### src/design/assert_macros.svh
// Assertion macros shared by the allocator RTL.
`ifndef ASSERT_MACROS_SVH
`define ASSERT_MACROS_SVH
`ifndef NO_ASSERTIONS
// Same-cycle implication, checked outside reset.
`define ASSERT_NOW(lbl, clk, rst_n, ante, cons) \
  lbl: assert property (@(posedge clk) disable iff (!rst_n) (ante) |-> (cons)) \
    else $error("%m: same-cycle check failed");
// Next-cycle implication, checked outside reset.
`define ASSERT_NEXT(lbl, clk, rst_n, ante, cons) \
  lbl: assert property (@(posedge clk) disable iff (!rst_n) (ante) |=> (cons)) \
    else $error("%m: next-cycle check failed");
`else
`define ASSERT_NOW(lbl, clk, rst_n, ante, cons)
`define ASSERT_NEXT(lbl, clk, rst_n, ante, cons)
`endif
`endif

### src/design/lfsa_pkg.sv
// Shared types and constants of the lowest free slot allocator.
`default_nettype none
package lfsa_pkg;

  localparam int ID_W     = 10;
  localparam int TIME_W   = 30;
  localparam int CFG_W    = 9;
  localparam int OUTC_W   = 4;
  localparam int PLACE_W  = 9;
  localparam int CREDIT_W = 9;
  localparam int TOTAL_W  = 32;

  // Free-map search width per cycle.
  localparam int SCAN_W  = 16;
  localparam int SCAN_LG = 4;

  localparam logic [TOTAL_W-1:0] LIMIT_TOTAL = 32'd1000000100;
  localparam logic [CFG_W-1:0]   CFG_RESET   = 9'd256;

  localparam logic [1:0] OP_START  = 2'd0;
  localparam logic [1:0] OP_ARRIVE = 2'd1;
  localparam logic [1:0] OP_LEAVE  = 2'd2;
  localparam logic [1:0] OP_REPORT = 2'd3;

  localparam logic [OUTC_W-1:0] OUT_CREDIT      = 4'd0;
  localparam logic [OUTC_W-1:0] OUT_PLACED      = 4'd1;
  localparam logic [OUTC_W-1:0] OUT_DROPPED     = 4'd2;
  localparam logic [OUTC_W-1:0] OUT_CREDIT_BACK = 4'd3;
  localparam logic [OUTC_W-1:0] OUT_FREED       = 4'd4;
  localparam logic [OUTC_W-1:0] OUT_IGNORED     = 4'd5;
  localparam logic [OUTC_W-1:0] OUT_FOUND       = 4'd6;
  localparam logic [OUTC_W-1:0] OUT_NONE        = 4'd7;
  localparam logic [OUTC_W-1:0] OUT_STARTED     = 4'd8;

  // Controller to datapath.
  typedef struct packed {
    logic              load_in;
    logic              clr_start;
    logic              clr_step;
    logic              start_load;
    logic              take_credit;
    logic              give_credit;
    logic              hold_rd;
    logic              hold_wr_credit;
    logic              hold_wr_place;
    logic              hold_wr_clear;
    logic              fscan_start;
    logic              fscan_step;
    logic              claim_place;
    logic              use_rd;
    logic              use_wr;
    logic              rscan_start;
    logic              rscan_step;
    logic              rscan_cmp;
    logic              emit;
    logic [OUTC_W-1:0] outcome;
  } cmd_t;

  // Datapath to controller.
  typedef struct packed {
    logic clr_last;
    logic id_ok;
    logic credits_nz;
    logic fscan_hit;
    logic fscan_last;
    logic hold_credit;
    logic hold_place_ok;
    logic m_zero;
    logic rscan_last;
    logic found_any;
    logic out_free;
  } sts_t;

endpackage
`default_nettype wire

### src/design/lfsa_ctrl.sv
// Sequencing state machine of the allocator.
`default_nettype none
module lfsa_ctrl (
  input  wire logic           clk,
  input  wire logic           rst_n,
  input  wire logic           in_valid,
  input  wire logic [1:0]     in_operation,
  output logic                in_ready,
  input  wire lfsa_pkg::sts_t sts,
  output lfsa_pkg::cmd_t      cmd
);

  typedef enum logic [3:0] {
    ST_IDLE, ST_START, ST_CLR_RST, ST_CLR_START, ST_ARRIVE, ST_FSCAN, ST_PLACE,
    ST_LEAVE, ST_LCHK, ST_LADD, ST_REPORT, ST_RSCAN, ST_RTAIL, ST_RFIN, ST_EMIT
  } state_t;

  state_t                        state_r, state_nxt;
  logic [lfsa_pkg::OUTC_W-1:0]   outc_r, outc_nxt;

  always_comb begin
    cmd         = '0;
    state_nxt   = state_r;
    outc_nxt    = outc_r;
    in_ready    = (state_r == ST_IDLE);
    cmd.outcome = outc_r;
    case (state_r)
      ST_IDLE: begin
        if (in_valid) begin
          cmd.load_in = 1'b1;
          case (in_operation)
            lfsa_pkg::OP_START:  state_nxt = ST_START;
            lfsa_pkg::OP_ARRIVE: state_nxt = ST_ARRIVE;
            lfsa_pkg::OP_LEAVE:  state_nxt = ST_LEAVE;
            default:             state_nxt = ST_REPORT;
          endcase
        end
      end
      ST_START: begin
        cmd.start_load = 1'b1;
        cmd.clr_start  = 1'b1;
        state_nxt      = ST_CLR_START;
      end
      ST_CLR_RST, ST_CLR_START: begin
        cmd.clr_step = 1'b1;
        if (sts.clr_last) begin
          if (state_r == ST_CLR_RST) begin
            state_nxt = ST_IDLE;
          end else begin
            outc_nxt  = lfsa_pkg::OUT_STARTED;
            state_nxt = ST_EMIT;
          end
        end
      end
      ST_ARRIVE: begin
        if (!sts.id_ok) begin
          outc_nxt  = lfsa_pkg::OUT_DROPPED;
          state_nxt = ST_EMIT;
        end else if (sts.credits_nz) begin
          cmd.take_credit    = 1'b1;
          cmd.hold_wr_credit = 1'b1;
          outc_nxt           = lfsa_pkg::OUT_CREDIT;
          state_nxt          = ST_EMIT;
        end else begin
          cmd.fscan_start = 1'b1;
          state_nxt       = ST_FSCAN;
        end
      end
      ST_FSCAN: begin
        cmd.fscan_step = 1'b1;
        if (sts.fscan_hit) begin
          state_nxt = ST_PLACE;
        end else if (sts.fscan_last) begin
          // no free place: drop and clear the holding
          cmd.hold_wr_clear = 1'b1;
          outc_nxt          = lfsa_pkg::OUT_DROPPED;
          state_nxt         = ST_EMIT;
        end
      end
      ST_PLACE: begin
        cmd.claim_place   = 1'b1;
        cmd.hold_wr_place = 1'b1;
        outc_nxt          = lfsa_pkg::OUT_PLACED;
        state_nxt         = ST_EMIT;
      end
      ST_LEAVE: begin
        if (!sts.id_ok) begin
          outc_nxt  = lfsa_pkg::OUT_IGNORED;
          state_nxt = ST_EMIT;
        end else begin
          cmd.hold_rd = 1'b1;
          state_nxt   = ST_LCHK;
        end
      end
      ST_LCHK: begin
        if (sts.hold_credit) begin
          cmd.give_credit   = 1'b1;
          cmd.hold_wr_clear = 1'b1;
          outc_nxt          = lfsa_pkg::OUT_CREDIT_BACK;
          state_nxt         = ST_EMIT;
        end else if (sts.hold_place_ok) begin
          cmd.use_rd = 1'b1;
          state_nxt  = ST_LADD;
        end else begin
          cmd.hold_wr_clear = 1'b1;
          outc_nxt          = lfsa_pkg::OUT_IGNORED;
          state_nxt         = ST_EMIT;
        end
      end
      ST_LADD: begin
        cmd.use_wr        = 1'b1;
        cmd.hold_wr_clear = 1'b1;
        outc_nxt          = lfsa_pkg::OUT_FREED;
        state_nxt         = ST_EMIT;
      end
      ST_REPORT: begin
        if (sts.m_zero) begin
          outc_nxt  = lfsa_pkg::OUT_NONE;
          state_nxt = ST_EMIT;
        end else begin
          cmd.rscan_start = 1'b1;
          state_nxt       = ST_RSCAN;
        end
      end
      ST_RSCAN: begin
        cmd.rscan_step = 1'b1;
        if (sts.rscan_last) begin
          state_nxt = ST_RTAIL;
        end
      end
      ST_RTAIL: begin
        // compare the last read
        cmd.rscan_cmp = 1'b1;
        state_nxt     = ST_RFIN;
      end
      ST_RFIN: begin
        outc_nxt  = sts.found_any ? lfsa_pkg::OUT_FOUND : lfsa_pkg::OUT_NONE;
        state_nxt = ST_EMIT;
      end
      ST_EMIT: begin
        if (sts.out_free) begin
          cmd.emit  = 1'b1;
          state_nxt = ST_IDLE;
        end
      end
      default: begin
        state_nxt = ST_IDLE;
      end
    endcase
  end

  always_ff @(posedge clk) begin
    if (!rst_n) begin
      state_r <= ST_CLR_RST;
      outc_r  <= lfsa_pkg::OUT_STARTED;
    end else begin
      state_r <= state_nxt;
      outc_r  <= outc_nxt;
    end
  end

endmodule
`default_nettype wire

### config.mk
export PLATFORM = sky130hd
export DESIGN_NAME = lfsa_ctrl
export DESIGN_NICKNAME = d
export VERILOG_FILES = /design/src/design/assert_macros.svh /design/src/design/lfsa_pkg.sv /design/src/design/lfsa_ctrl.sv
export SDC_FILE = /design/constraint.sdc
export NUM_CORES = 1
export LEC_CHECK = 0
export BUFFER_PORTS_ARGS = -buffer_cell sky130_fd_sc_hd__buf_4
export CORE_ASPECT_RATIO = 1.2
export CORE_MARGIN = 3
export CORE_UTILIZATION = 30
export DETAILED_ROUTE_END_ITERATION = 16
export PLACE_DENSITY = 0.64
export SETUP_SLACK_MARGIN = 0.3
export SLEW_MARGIN = 30
export SYNTH_ARGS = -nofsm -noshare
export SYNTH_HDL_FRONTEND = slang
export SYNTH_SLANG_ARGS = --single-unit
export TNS_END_PERCENT = 100
### constraint.sdc
create_clock -name clk -period 1.9 [get_ports clk]
set_clock_uncertainty 0.1 [all_clocks]
set_input_delay 0.095 -clock clk [delete_from_list [all_inputs] [get_ports clk]]
set_output_delay 0.095 -clock clk [all_outputs]
set_load 0.005 [all_outputs]
# ---- Yosys cells after proc, flatten, opt, wreduce, memory -nomap -nowiden
# Index checks and enable logic that the tools add are counted.
dict set report op_classes {
  eq_ne 28
  n_reduce_logical 7
  muxes 58
}
# op count
set op_table {}
lappend op_table {{4-bit 2-to-1 mux} 20}
lappend op_table {{4-bit case mux with 12 select lines} 1}
lappend op_table {{4-bit case mux with 9 select lines} 1}
lappend op_table {{1-bit 2-to-1 mux} 31}
lappend op_table {{4-bit == test (second input constant)} 7}
lappend op_table {{2-bit != test (second input constant)} 9}
lappend op_table {{4-bit by 3-bit == test with 1-bit output (second input constant)} 4}
lappend op_table {{4-bit case mux with 3 select lines} 1}
lappend op_table {{3-bit 2-to-1 mux} 3}
lappend op_table {{3-bit != test (second input constant)} 3}
lappend op_table {{9-bit AND reduction} 1}
lappend op_table {{9-bit nonzero test} 1}
lappend op_table {{4-bit by 2-bit == test with 1-bit output (second input constant)} 2}
lappend op_table {{5-bit AND reduction} 1}
lappend op_table {{4-bit by 1-bit == test with 1-bit output (second input constant)} 1}
lappend op_table {{4-bit zero test} 1}
lappend op_table {{1-bit case mux with 3 select lines} 1}
lappend op_table {{3-bit OR reduction} 1}
lappend op_table {{2-bit by 1-bit == test with 1-bit output (second input constant)} 1}
lappend op_table {{2-bit == test (second input constant)} 1}
lappend op_table {{2-bit zero test} 1}
lappend op_table {{2-bit OR reduction} 1}
dict set report word_totals {
  in_bits 16
  wordCells 95
  out_inout_bits 24
  register_bits 8
}

# ---- Depth between registers and ports, before layout
# Gate-level depths: netlist of run 1.
dict set report depth {
  depth_word 4
  ltp_mapped 7
  depth_no_buf 7
}

# ---- Worst setup path after synthesis of run 1
# OpenSTA, ideal clock, no wires.
dict set report synth_timing {
  kind {reg2reg}
  startpoint {register state_r[0]}
  endpoint {register outc_r[3] (netlist name)}
  required_time_ps 1680
  setup_slack_ps 49
  setup_time_ps 120
  arrival_ps 1631
  stages_incl_launch_ff 8
  path_buffers 2
  period_less_slack_ps 1851
  path_cell_list {dfxtp_1 > buf_4 > or2_1 > buf_6 > nor3_1 > nor4_2 > and3_4 > o31a_1}
}
dict set report synth_via {
  elab_chain_cells 4
  elab_cells_between_ends 22
  cone_classes {18 x eq/ne; 1 x mux; 3 x reduce/logical}
}
# element line
set synth_lines {}
lappend synth_lines {{start: declaration} lfsa_ctrl.sv:18} ;# state_t state_r, state_nxt;
lappend synth_lines {{start signal: assignment} lfsa_ctrl.sv:157} ;# state_r <= state_nxt;
lappend synth_lines {{4-bit by 2-bit == test with 1-bit output (on tied branches)} {lfsa_ctrl.sv:27, lfsa_ctrl.sv:47}}
lappend synth_lines {{2-bit OR reduction} lfsa_ctrl.sv:27} ;# case (state_r)
lappend synth_lines {{9-bit nonzero test (no line) or 2-bit != test (tied branches)} -}
lappend synth_lines {{9-bit AND reduction (no line)} -}
lappend synth_lines {{end signal: assignment} lfsa_ctrl.sv:155} ;# outc_r <= lfsa_pkg::OUT_STARTED;
lappend synth_lines {{end signal: assignment} lfsa_ctrl.sv:158} ;# outc_r <= outc_nxt;
lappend synth_lines {{end: declaration} lfsa_ctrl.sv:19} ;# logic [lfsa_pkg::OUTC_W-1:0] outc_r, outc_nxt;
# Parallel ways exist; a longest one is shown, timed or not.
# A chain may end at the register's enable or synchronous reset.

# ---- Final worst setup path of run 1
dict set report layout_timing {
  startpoint {register state_r[1]}
  endpoint {register state_r[2]}
}
dict set report layout_via {
  elab_chain_cells 4
  elab_cells_between_ends 26
  cone_classes {19 x eq/ne; 3 x mux; 4 x reduce/logical}
}
# element line
set layout_lines {}
lappend layout_lines {{4-bit by 2-bit == test with 1-bit output (on tied branches)} {lfsa_ctrl.sv:27, lfsa_ctrl.sv:47}}
lappend layout_lines {{4-bit 2-to-1 mux or 2-bit OR reduction (tied branches)} {lfsa_ctrl.sv:47, lfsa_ctrl.sv:27}}
lappend layout_lines {{4-bit 2-to-1 mux or 2-bit != test (tied branches)} -}
lappend layout_lines {{4-bit case mux with 12 select lines or 5-bit AND reduction (tied branches)} -}
# Parallel ways exist; a longest one is shown, timed or not. The select of a mux whose other input is x is not followed.

==> results of run 1 <==
[per-layer routing]
layer | up-vias | global-route usage (%) | wire, µm
li1 | 641 | - | -
met1 | 639 | 22.2 | 1430
met2 | 61 | 33.8 | 2080
met3 | 3 | 2.98 | 267
met4 | 0 | 6.67 | 25
met5 | - | 0 | 0
[kinds of logic after synthesis]
family	count (synthesis)	synth area share (%)
fa+ha+maj	3	3.80
flops	8	16.2
buf+inv	25	14.1
compound gates	42	31.6
simple gates	66	34.3
[placed cells by master, fill, tap and decap left out, drive strengths merged]
cell type and instances:
a211oi 4, a21boi 1, a21oi 4, a22oi 3
a311oi 1, a31oi 2, and2 1, and3 1
buf 74, clkbuf 3, dfxtp 8, ha 3
inv 10, nand2 16, nand2b 6, nand3 5
nand4 2, nor2 16, nor2b 4, nor3 9
nor4 2, o211a 2, o211ai 4, o21ai 8
o21bai 2, o221ai 1, o22ai 3, o2bb2ai 1
o311ai 1, o31a 2, o31ai 1, o32ai 2
or2 2, or4 2
[state kept, by name, indices dropped and copies added (netlist names)]
signal and count:
state_r 4, outc_r 4
[stage by stage]
step / setup slack (ns) / cells / TNS, ns
2_1_floorplan: 0.150 / 144 / 0
3_3_place_gp: 0.0391 / 222 / 0
3_5_place_dp: 0.00306 / 222 / 0
4_1_cts: 0.0652 / 233 / 0
5_1_grt: -0.105 / 242 / -0.298
6_report: -0.0417 / 242 / -0.0705
[power by group]
group          internal [W]  switching [W]
clock network     0.0000734      0.0000738
registers          0.000242      0.0000610
logic               0.00102       0.000985
total               0.00133        0.00112
[cell type report]
type,instances,area (µm²)
multi-input combinational,111,826
timing repair buffer,74,616
clock buffer,3,22.5
fill,283,1400
sequential,8,169
tap,36,45.0
inverter,10,37.5
[what timing repair did]
item                       4_1_cts  5_1_grt
gates resized for setup         23       20
pin swaps                        8        6
buffers inserted                 8        9
setup endpoints to repair       14       24
[worst max-delay path by stage]
stage,slack [ns],startpoint,endpoint,cells past startpoint
2_1_floorplan,0.15,state_r[3]$_SDFFE_PN0P_,state_r[0]$_SDFFE_PN0P_,7
3_3_place_gp,0.04,state_r[2]$_SDFFE_PN0P_,outc_r[3]$_SDFFE_PN1P_,7
3_5_place_dp,0.003,state_r[0]$_SDFFE_PN0P_,state_r[2]$_SDFFE_PN0P_,6
4_1_cts,0.07,state_r[0]$_SDFFE_PN0P_,state_r[2]$_SDFFE_PN0P_,6
5_1_grt,-0.11,state_r[3]$_SDFFE_PN0P_,state_r[2]$_SDFFE_PN0P_,6
6_report,-0.04,state_r[1]$_SDFFE_PN1P_,state_r[2]$_SDFFE_PN0P_,6
==> impl_metrics.yaml, run 1 <==
grt:
  grt_pass1_wl_mm: 5.73
  grt_max_degree: 23
  track_usage_pct: 18.7
  grt_overflow_total: 0
  grt_pass1_vias: 1241
  antenna_found_initial: 0
critical_path:
  crit_chain: "buf_6 -> or4_1 -> o31a_1 -> o221ai_4 -> a211oi_2 -> a211oi_1"
  endpoint_kind: "flop"
  r2r-end: "state_r[2]$_SDFFE_PN0P_"
  start_kind: "flop"
  critPathBufInv: 1
  cp_top_family: "compound AO/OA/AOI/OAI gates"
  r2r_slack_ns: -0.04
  critPathKind: "flop to flop"
  cp.arrival_ns: 2.03
  crit_fanout: 7
  max_stage_delay_ns: 0.51
  r2r_cells: 6
  slowest_stage: "or4_1"
  worstPathRequired_ns: 1.98
  reg2reg_from: "state_r[1]$_SDFFE_PN1P_"
cts:
  path_clk_slew_ns: 0.06
  cts_buffer_depth: 2
  cts_sinks: 8
  cts_tree: "done"
  root_buffer: "clkbuf_4"
  h-tree-depth: 1
  hold_buffers: 0
  worstSkewPairLatency_ns: 0.27
  numCtsBuffers: 3
synthesis:
  synth_common_cells: "nand2_1, nor2_1, inv_1, nor3_1"
  synth_seq_cells: 8
  yosys_warnings: 0
  syn_nets: 163
  syn-cell-area_um2: 987
  synth_area_leaders: "dfxtp_1, nand2_1, nor2_1"
  yosysTopAreaCell: "dfxtp_1"
  ys_seq_area_share_pct: 16.2
  synth_cell_types: 37
  syn_inst: 144
  synthArstFlopShare_pct: 0
  synth_edf_count: 0
  ys.flop_type: "dfxtp_1"
  avgSynthCellArea_um2: 6.86
  yosysTopAreaCellShare_pct: 16.2
timing:
  relSlewSlack_pct: 78.2
  finalCritPeriodShare_pct: 102
  rsz0062_at_grt: "true"
  hold_violations: 0
  finalWorstSetupSlack_ns: -0.0417
  setup_violations: 2
  fmax_mhz: 515
  drv_slew: 0
  worstMarginPinSlew_ns: 0.326
  hold_slack_ns: 0.00741
  period_minus_slack_ns: 1.94
place:
  numPortBuffers: 39
  globalplace.congestion: 0.926
  hpwl_mm: 2.71
  place_area_um2: 1380
floorplanning:
  ios: 40
  fp.dieW_um: 58.4
  coreArea_um2: 3110
  fp.dieH_um: 68.8
  initial_core_util_pct: 31.7
  fp.dieArea_um2: 4020
  rows: 22
min_path:
  whs_endpoint: "state_r[0]$_SDFFE_PN0P_"
  hp-start: "rst_n"
  hold_path_depth: 2
  hp-class: "input pin to flop"
final_layout:
  antenna_cells: 0
  area_growth_pct: 73.8
  drive_gt1_share_pct: 51.5
  fin_area_um2: 1720
  nNetsFinal: 227
  final_util_pct: 55.1
status:
  violations: "setup timing"
  status: "finished with violations"
drt:
  num_vias: 1344
  drt_wl_total_mm: 3.79
  route.detailed.drc: 0
  drt_pass1_iterations: 4
  avgRoutedWirePerCell_um: 15.7
  drtIter0Drc: 59
  viasPerCell: 5.55
  ant_nets: 0
power:
  ir_worst_vdd_mv: 0.924
  pwr_density_cell_nw_per_um2: 1430
  p_total_w: 0.00245
  power_leakage_nw: 0.774
run:
  max-cap-violations: 0
No activity file was read; power rests on OpenSTA's default activity.
==> run 2, diff against run 1 <==
CORE_MARGIN = unset   (was 3)
==> impl_metrics.yaml, run 2 (synthesized netlist as in run 1, its figures left out) <==
floorplanning:
  ios: 40
  coreArea_um2: 3110
  initial_core_util_pct: 31.7
  fp.dieArea_um2: 3530
  fp.dieH_um: 64.8
  fp.dieW_um: 54.4
  rows: 22
min_path:
  whs_endpoint: "outc_r[0]$_SDFFE_PN0P_"
  hold_path_depth: 4
  hp-start: "sts[1]"
  hp-class: "input pin to flop"
final_layout:
  nNetsFinal: 222
  area_growth_pct: 75.3
  antenna_cells: 0
  top_regs: "outc_r (4), state_r (4)"
  drive_gt1_share_pct: 52.7
  layout.cells.most_common_list: "buf_4, buf_6, nor2_1"
  final_common_cell: "buf_4"
  final_cells: 237
cts:
  numCtsBuffers: 3
  h-tree-depth: 1
  cts_tree: "done"
  path_clk_slew_ns: 0.06
  cts_sinks: 8
  worstSkewPairLatency_ns: 0.26
  root_buffer: "clkbuf_4"
  cts_buffer_depth: 2
grt:
  grt_pass1_wl_mm: 5.50
  grt_overflow_total: 0
  grt_max_degree: 23
  track_usage_pct: 21.4
  antenna_found_initial: 0
  grt_pass1_vias: 1239
critical_path:
  reg2reg_from: "state_r[3]$_SDFFE_PN0P_"
  r2r-end: "state_r[3]$_SDFFE_PN0P_"
  cp.arrival_ns: 1.99
  start_kind: "flop"
  r2r_slack_ns: -0.03
  critPathKind: "flop to flop"
  r2r_cells: 7
  crit_fanout: 4
  worstPathRequired_ns: 1.97
  endpoint_kind: "flop"
drt:
  ant_nets: 0
  route.detailed.drc: 0
  num_vias: 1365
  drt_pass1_iterations: 4
  drtIter0Drc: 91
  avgRoutedWirePerCell_um: 17.3
  viasPerCell: 5.76
  drt_wl_total_mm: 4.11
status:
  status: "finished with violations"
  violations: "setup timing"
place:
  dp.cells: 221
  numPortBuffers: 39
  globalplace.congestion: 0.950
  post-place-ws_ns: 0.0381
  hpwl_mm: 2.54
timing:
  worstMarginPinSlew_ns: 0.338
  hold_violations: 0
  finalWorstSetupSlack_ns: -0.0269
  period_minus_slack_ns: 1.93
  setup_violations: 1
  fin_tns_setup_ns: -0.0269
  relSlewSlack_pct: 77.3
  rsz0062_at_grt: "true"
  finalCritPeriodShare_pct: 101
  drv_slew: 0
  hold_slack_ns: 0.232
  fmax_mhz: 519
power:
  ir_worst_vdd_mv: 1.05
  p_total_w: 0.00258
  power_leakage_nw: 0.762
  pwr_density_cell_nw_per_um2: 1490
run:
  max-cap-violations: 0
-- run 2: cell count changes in the layout (fill, tap and decap cells not counted), moves of 2 or more --
cell and change:
nor2_1 -2, nor2_4 +2, buf_4 -6, nand2_1 -2, a211oi_2 -2, a211oi_1 +2
-- run 2: worst max-delay path, stage by stage (launching register included) --
cell	delay, ns
dfxtp_4	0.36
buf_6	0.11
or4_4	0.46
o31a_1	0.15
o221ai_4	0.23
buf_4	0.17
a211oi_1	0.04
a211oi_1	0.20
-- run 2: worst max path at each step --
stage,slack (ns),cells past startpoint,from,end
2_1_floorplan,0.15,7,state_r[3]$_SDFFE_PN0P_,state_r[0]$_SDFFE_PN0P_
3_3_place_gp,-0.004,6,state_r[0]$_SDFFE_PN0P_,state_r[2]$_SDFFE_PN0P_
3_5_place_dp,0.04,6,state_r[0]$_SDFFE_PN0P_,state_r[0]$_SDFFE_PN0P_
4_1_cts,0.07,6,state_r[3]$_SDFFE_PN0P_,state_r[2]$_SDFFE_PN0P_
5_1_grt,-0.06,8,state_r[0]$_SDFFE_PN0P_,state_r[3]$_SDFFE_PN0P_
6_report,-0.03,7,state_r[3]$_SDFFE_PN0P_,state_r[3]$_SDFFE_PN0P_
-- run 2: layout make-up --
cell class	instances	area, µm²
fillers	262	1380
multi-input cells	111	867
repair buffers	69	586
flip-flops and latches	8	173
well taps	36	45.0
inverters	10	37.5
clock buffers	3	22.5
-- run 2: routing by layer --
| metal | global-route usage [%] | part of all wire, % | up-vias |
|---|---|---|---|
| met5 | 0 | 0 | - |
| met4 | 7.69 | 2.7 | 0 |
| met3 | 4.93 | 7.0 | 14 |
| met2 | 35.7 | 53 | 80 |
| met1 | 25.7 | 37 | 638 |
| li1 | - | - | 633 |
-- run 2: power breakdown --
| part | switching (W) | internal, W | total [W] |
|---|---|---|---|
| Clock | 0.0000683 | 0.0000730 | 0.000141 |
| Combinational | 0.00108 | 0.00106 | 0.00214 |
| Sequential | 0.0000610 | 0.000246 | 0.000307 |
-- run 2: repair_timing --
| item | 4_1_cts | 5_1_grt |
|---|---|---|
| endpoints found under the setup margin | 21 | 26 |
| gates resized for setup | 21 | 37 |
| buffers inserted | 7 | 5 |
| pin swaps | 5 | 11 |
| hold buffers | 1 | 0 |
| hold endpoints to repair | 1 | 0 |
-- run 2: through the flow --
step | area (µm²) | utilization, %
2_1_floorplan | 1010 | -
3_3_place_gp | 1380 | 44.2
3_5_place_dp | 1380 | 44.2
4_1_cts | 1540 | 49.5
5_1_grt | 1730 | 55.6
6_report | 1730 | 55.6
==> run 3, diff against run 2 <==
ABC_AREA = 1   (was unset)
PLACE_DENSITY = 0.63   (was 0.64)
clock period = 2.4 ns   (was 1.9 ns; I/O delays follow)
==> impl_metrics.yaml, run 3 <==
drt:
  ant_nets: 0
  drtIter0Drc: 44
  route.detailed.drc: 0
  avgRoutedWirePerCell_um: 10.6
  drt_wl_total_mm: 2.63
  num_vias: 1184
  drt_pass1_iterations: 4
  viasPerCell: 4.79
final_layout:
  layout.cells.most_common_list: "nand2_1, buf_4, nor2_1"
  final_common_cell: "nand2_1"
  drive_gt1_share_pct: 23.5
  nNetsFinal: 234
  area_growth_pct: 36.9
  antenna_cells: 0
  top_regs: "outc_r (4), state_r (4)"
cts:
  h-tree-depth: 1
  cts_sinks: 8
  numCtsBuffers: 3
  cts_buffer_depth: 2
  worstSkewPairLatency_ns: 0.25
  root_buffer: "clkbuf_4"
  postCtsSetupBuffers: 0
  cts_tree: "done"
  path_clk_slew_ns: 0.05
floorplanning:
  fp.dieH_um: 62.5
  rows: 21
  coreArea_um2: 2840
  fp.dieW_um: 52.4
  initial_core_util_pct: 32.3
  ios: 40
  fp.dieArea_um2: 3280
critical_path:
  r2r-end: "state_r[3]$_SDFFE_PN0P_"
  start_kind: "flop"
  max_stage_delay_ns: 0.47
  r2r_slack_ns: 0.65
  crit_chain: "nand2_1 -> inv_1 -> nand2_1 -> or2_1 -> nand2_1 -> nor2_1 -> a21oi_1 -> nor2_1"
  endpoint_kind: "flop"
  worstPathRequired_ns: 2.44
  critPathKind: "flop to flop"
  cp.arrival_ns: 1.79
  slowest_stage: "dfxtp_1"
  reg2reg_from: "state_r[1]$_SDFFE_PN1P_"
  crit_fanout: 8
  cpMostUsedCell: "nand2_1"
  r2r_cells: 8
place:
  post-place-ws_ns: 0.689
  globalplace.congestion: 0.892
  hpwl_mm: 2.26
  numPortBuffers: 39
min_path:
  hp-class: "input pin to flop"
  hp-start: "sts[1]"
  whs_endpoint: "outc_r[0]$_SDFFE_PN0P_"
  hold_path_depth: 6
synthesis:
  syn-cell-area_um2: 916
  yosys_warnings: 0
  synth_common_cells: "nand2_1, nor2_1, inv_1, nand3_1, dfxtp_1"
  syn_nets: 193
  synth_area_leaders: "nand2_1, dfxtp_1, nor2_1"
  avgSynthCellArea_um2: 5.26
  synth_seq_cells: 8
  synthArstFlopShare_pct: 0
  yosysTopAreaCell: "nand2_1"
  ys.flop_type: "dfxtp_1"
  syn_inst: 174
  synth_most_common_cell: "nand2_1"
  synth_cell_types: 21
  synth_edf_count: 0
  ys_seq_area_share_pct: 17.5
  yosysTopAreaCellShare_pct: 20.9
timing:
  fmax_mhz: 572
  fin_tns_setup_ns: 0
  drv_slew: 0
  period_minus_slack_ns: 1.75
  hold_violations: 0
  finalWorstSetupSlack_ns: 0.651
  rsz0062_at_grt: "false"
  relSlewSlack_pct: 76.9
  setup_violations: 0
  finalCritPeriodShare_pct: 72.9
  worstMarginPinSlew_ns: 0.343
grt:
  antenna_found_initial: 0
  grt_pass1_wl_mm: 4.29
  grt_max_degree: 9
  grt_overflow_total: 0
  track_usage_pct: 17.2
  grt_pass1_vias: 1025
run:
  max-cap-violations: 0
power:
  power_leakage_nw: 0.768
  pwr_density_cell_nw_per_um2: 919
  ir_worst_vdd_mv: 0.419
status:
  status: "complete, no violations"
run 3: report_power, final:
part,leakage (nW),switching [W],total [W],internal (W)
registers,0.0653,0.0000568,0.000226,0.000169
clock network,0.0138,0.0000457,0.000103,0.0000572
logic,0.689,0.000524,0.000824,0.000300
run 3: cells by family after synthesis:
group	synth area share, %
buf+inv	16.0
fa+ha+maj	4.10
simple gates	53.6
compound gates	8.88
flops	17.5
run 3: metal layers:
metal | vias up | global-route usage (%) | share of wire, %
met3 | 2 | 4.62 | 5.7
met2 | 37 | 28.2 | 50
met4 | 0 | 4.28 | 0.80
li1 | 622 | - | -
met5 | - | 0 | 0
met1 | 523 | 21.9 | 43
run 3: layout make-up:
cell class,count,area (µm²)
Fill cell,337,1580
Timing Repair Buffer,40,303
Multi-Input combinational cell,131,609
Sequential cell,8,160
Tap cell,34,42.5
Clock buffer,3,22.5
Inverter,31,116
run 3: per-stage QoR:
step	cell area, µm²	instances	total power (W)	utilization (%)	hold WS (ns)
global route	1250	247	0.00130	44.2	0.196
floorplan	916	174	0.000801	-	0.104
CTS	1250	247	0.00116	44.2	0.181
detailed placement	1220	243	0.00105	43.0	0.227
global placement	1220	243	0.00106	43.0	0.228
finish	1250	247	0.00115	44.2	0.173
run 3: repair_timing:
item	CTS	global route
resized for setup	0	0
hold buffers	1	0
hold endpoints to repair	1	0
setup endpoints to repair	0	0
run 3: critical path, delay by kind of cell (launching register included):
kind,cells,cell delay [ns]
and+or+nand+nor,6,0.77
DFF,1,0.47
AOI/OAI and AO/OA,1,0.15
buffers and inverters,1,0.14
run 3: worst max-delay path by stage:
| stage | start | slack (ns) | cells past startpoint | to |
|---|---|---|---|---|
| floorplan | state_r[1]$_SDFFE_PN1P_ | 0.94 | 9 | state_r[3]$_SDFFE_PN0P_ |
| global placement | state_r[1]$_SDFFE_PN1P_ | 0.68 | 8 | state_r[3]$_SDFFE_PN0P_ |
| detailed placement | state_r[1]$_SDFFE_PN1P_ | 0.69 | 8 | state_r[3]$_SDFFE_PN0P_ |
| CTS | state_r[1]$_SDFFE_PN1P_ | 0.65 | 6 | cmd[13] |
| global route | state_r[1]$_SDFFE_PN1P_ | 0.44 | 6 | cmd[13] |
| finish | state_r[1]$_SDFFE_PN1P_ | 0.65 | 8 | state_r[3]$_SDFFE_PN0P_ |
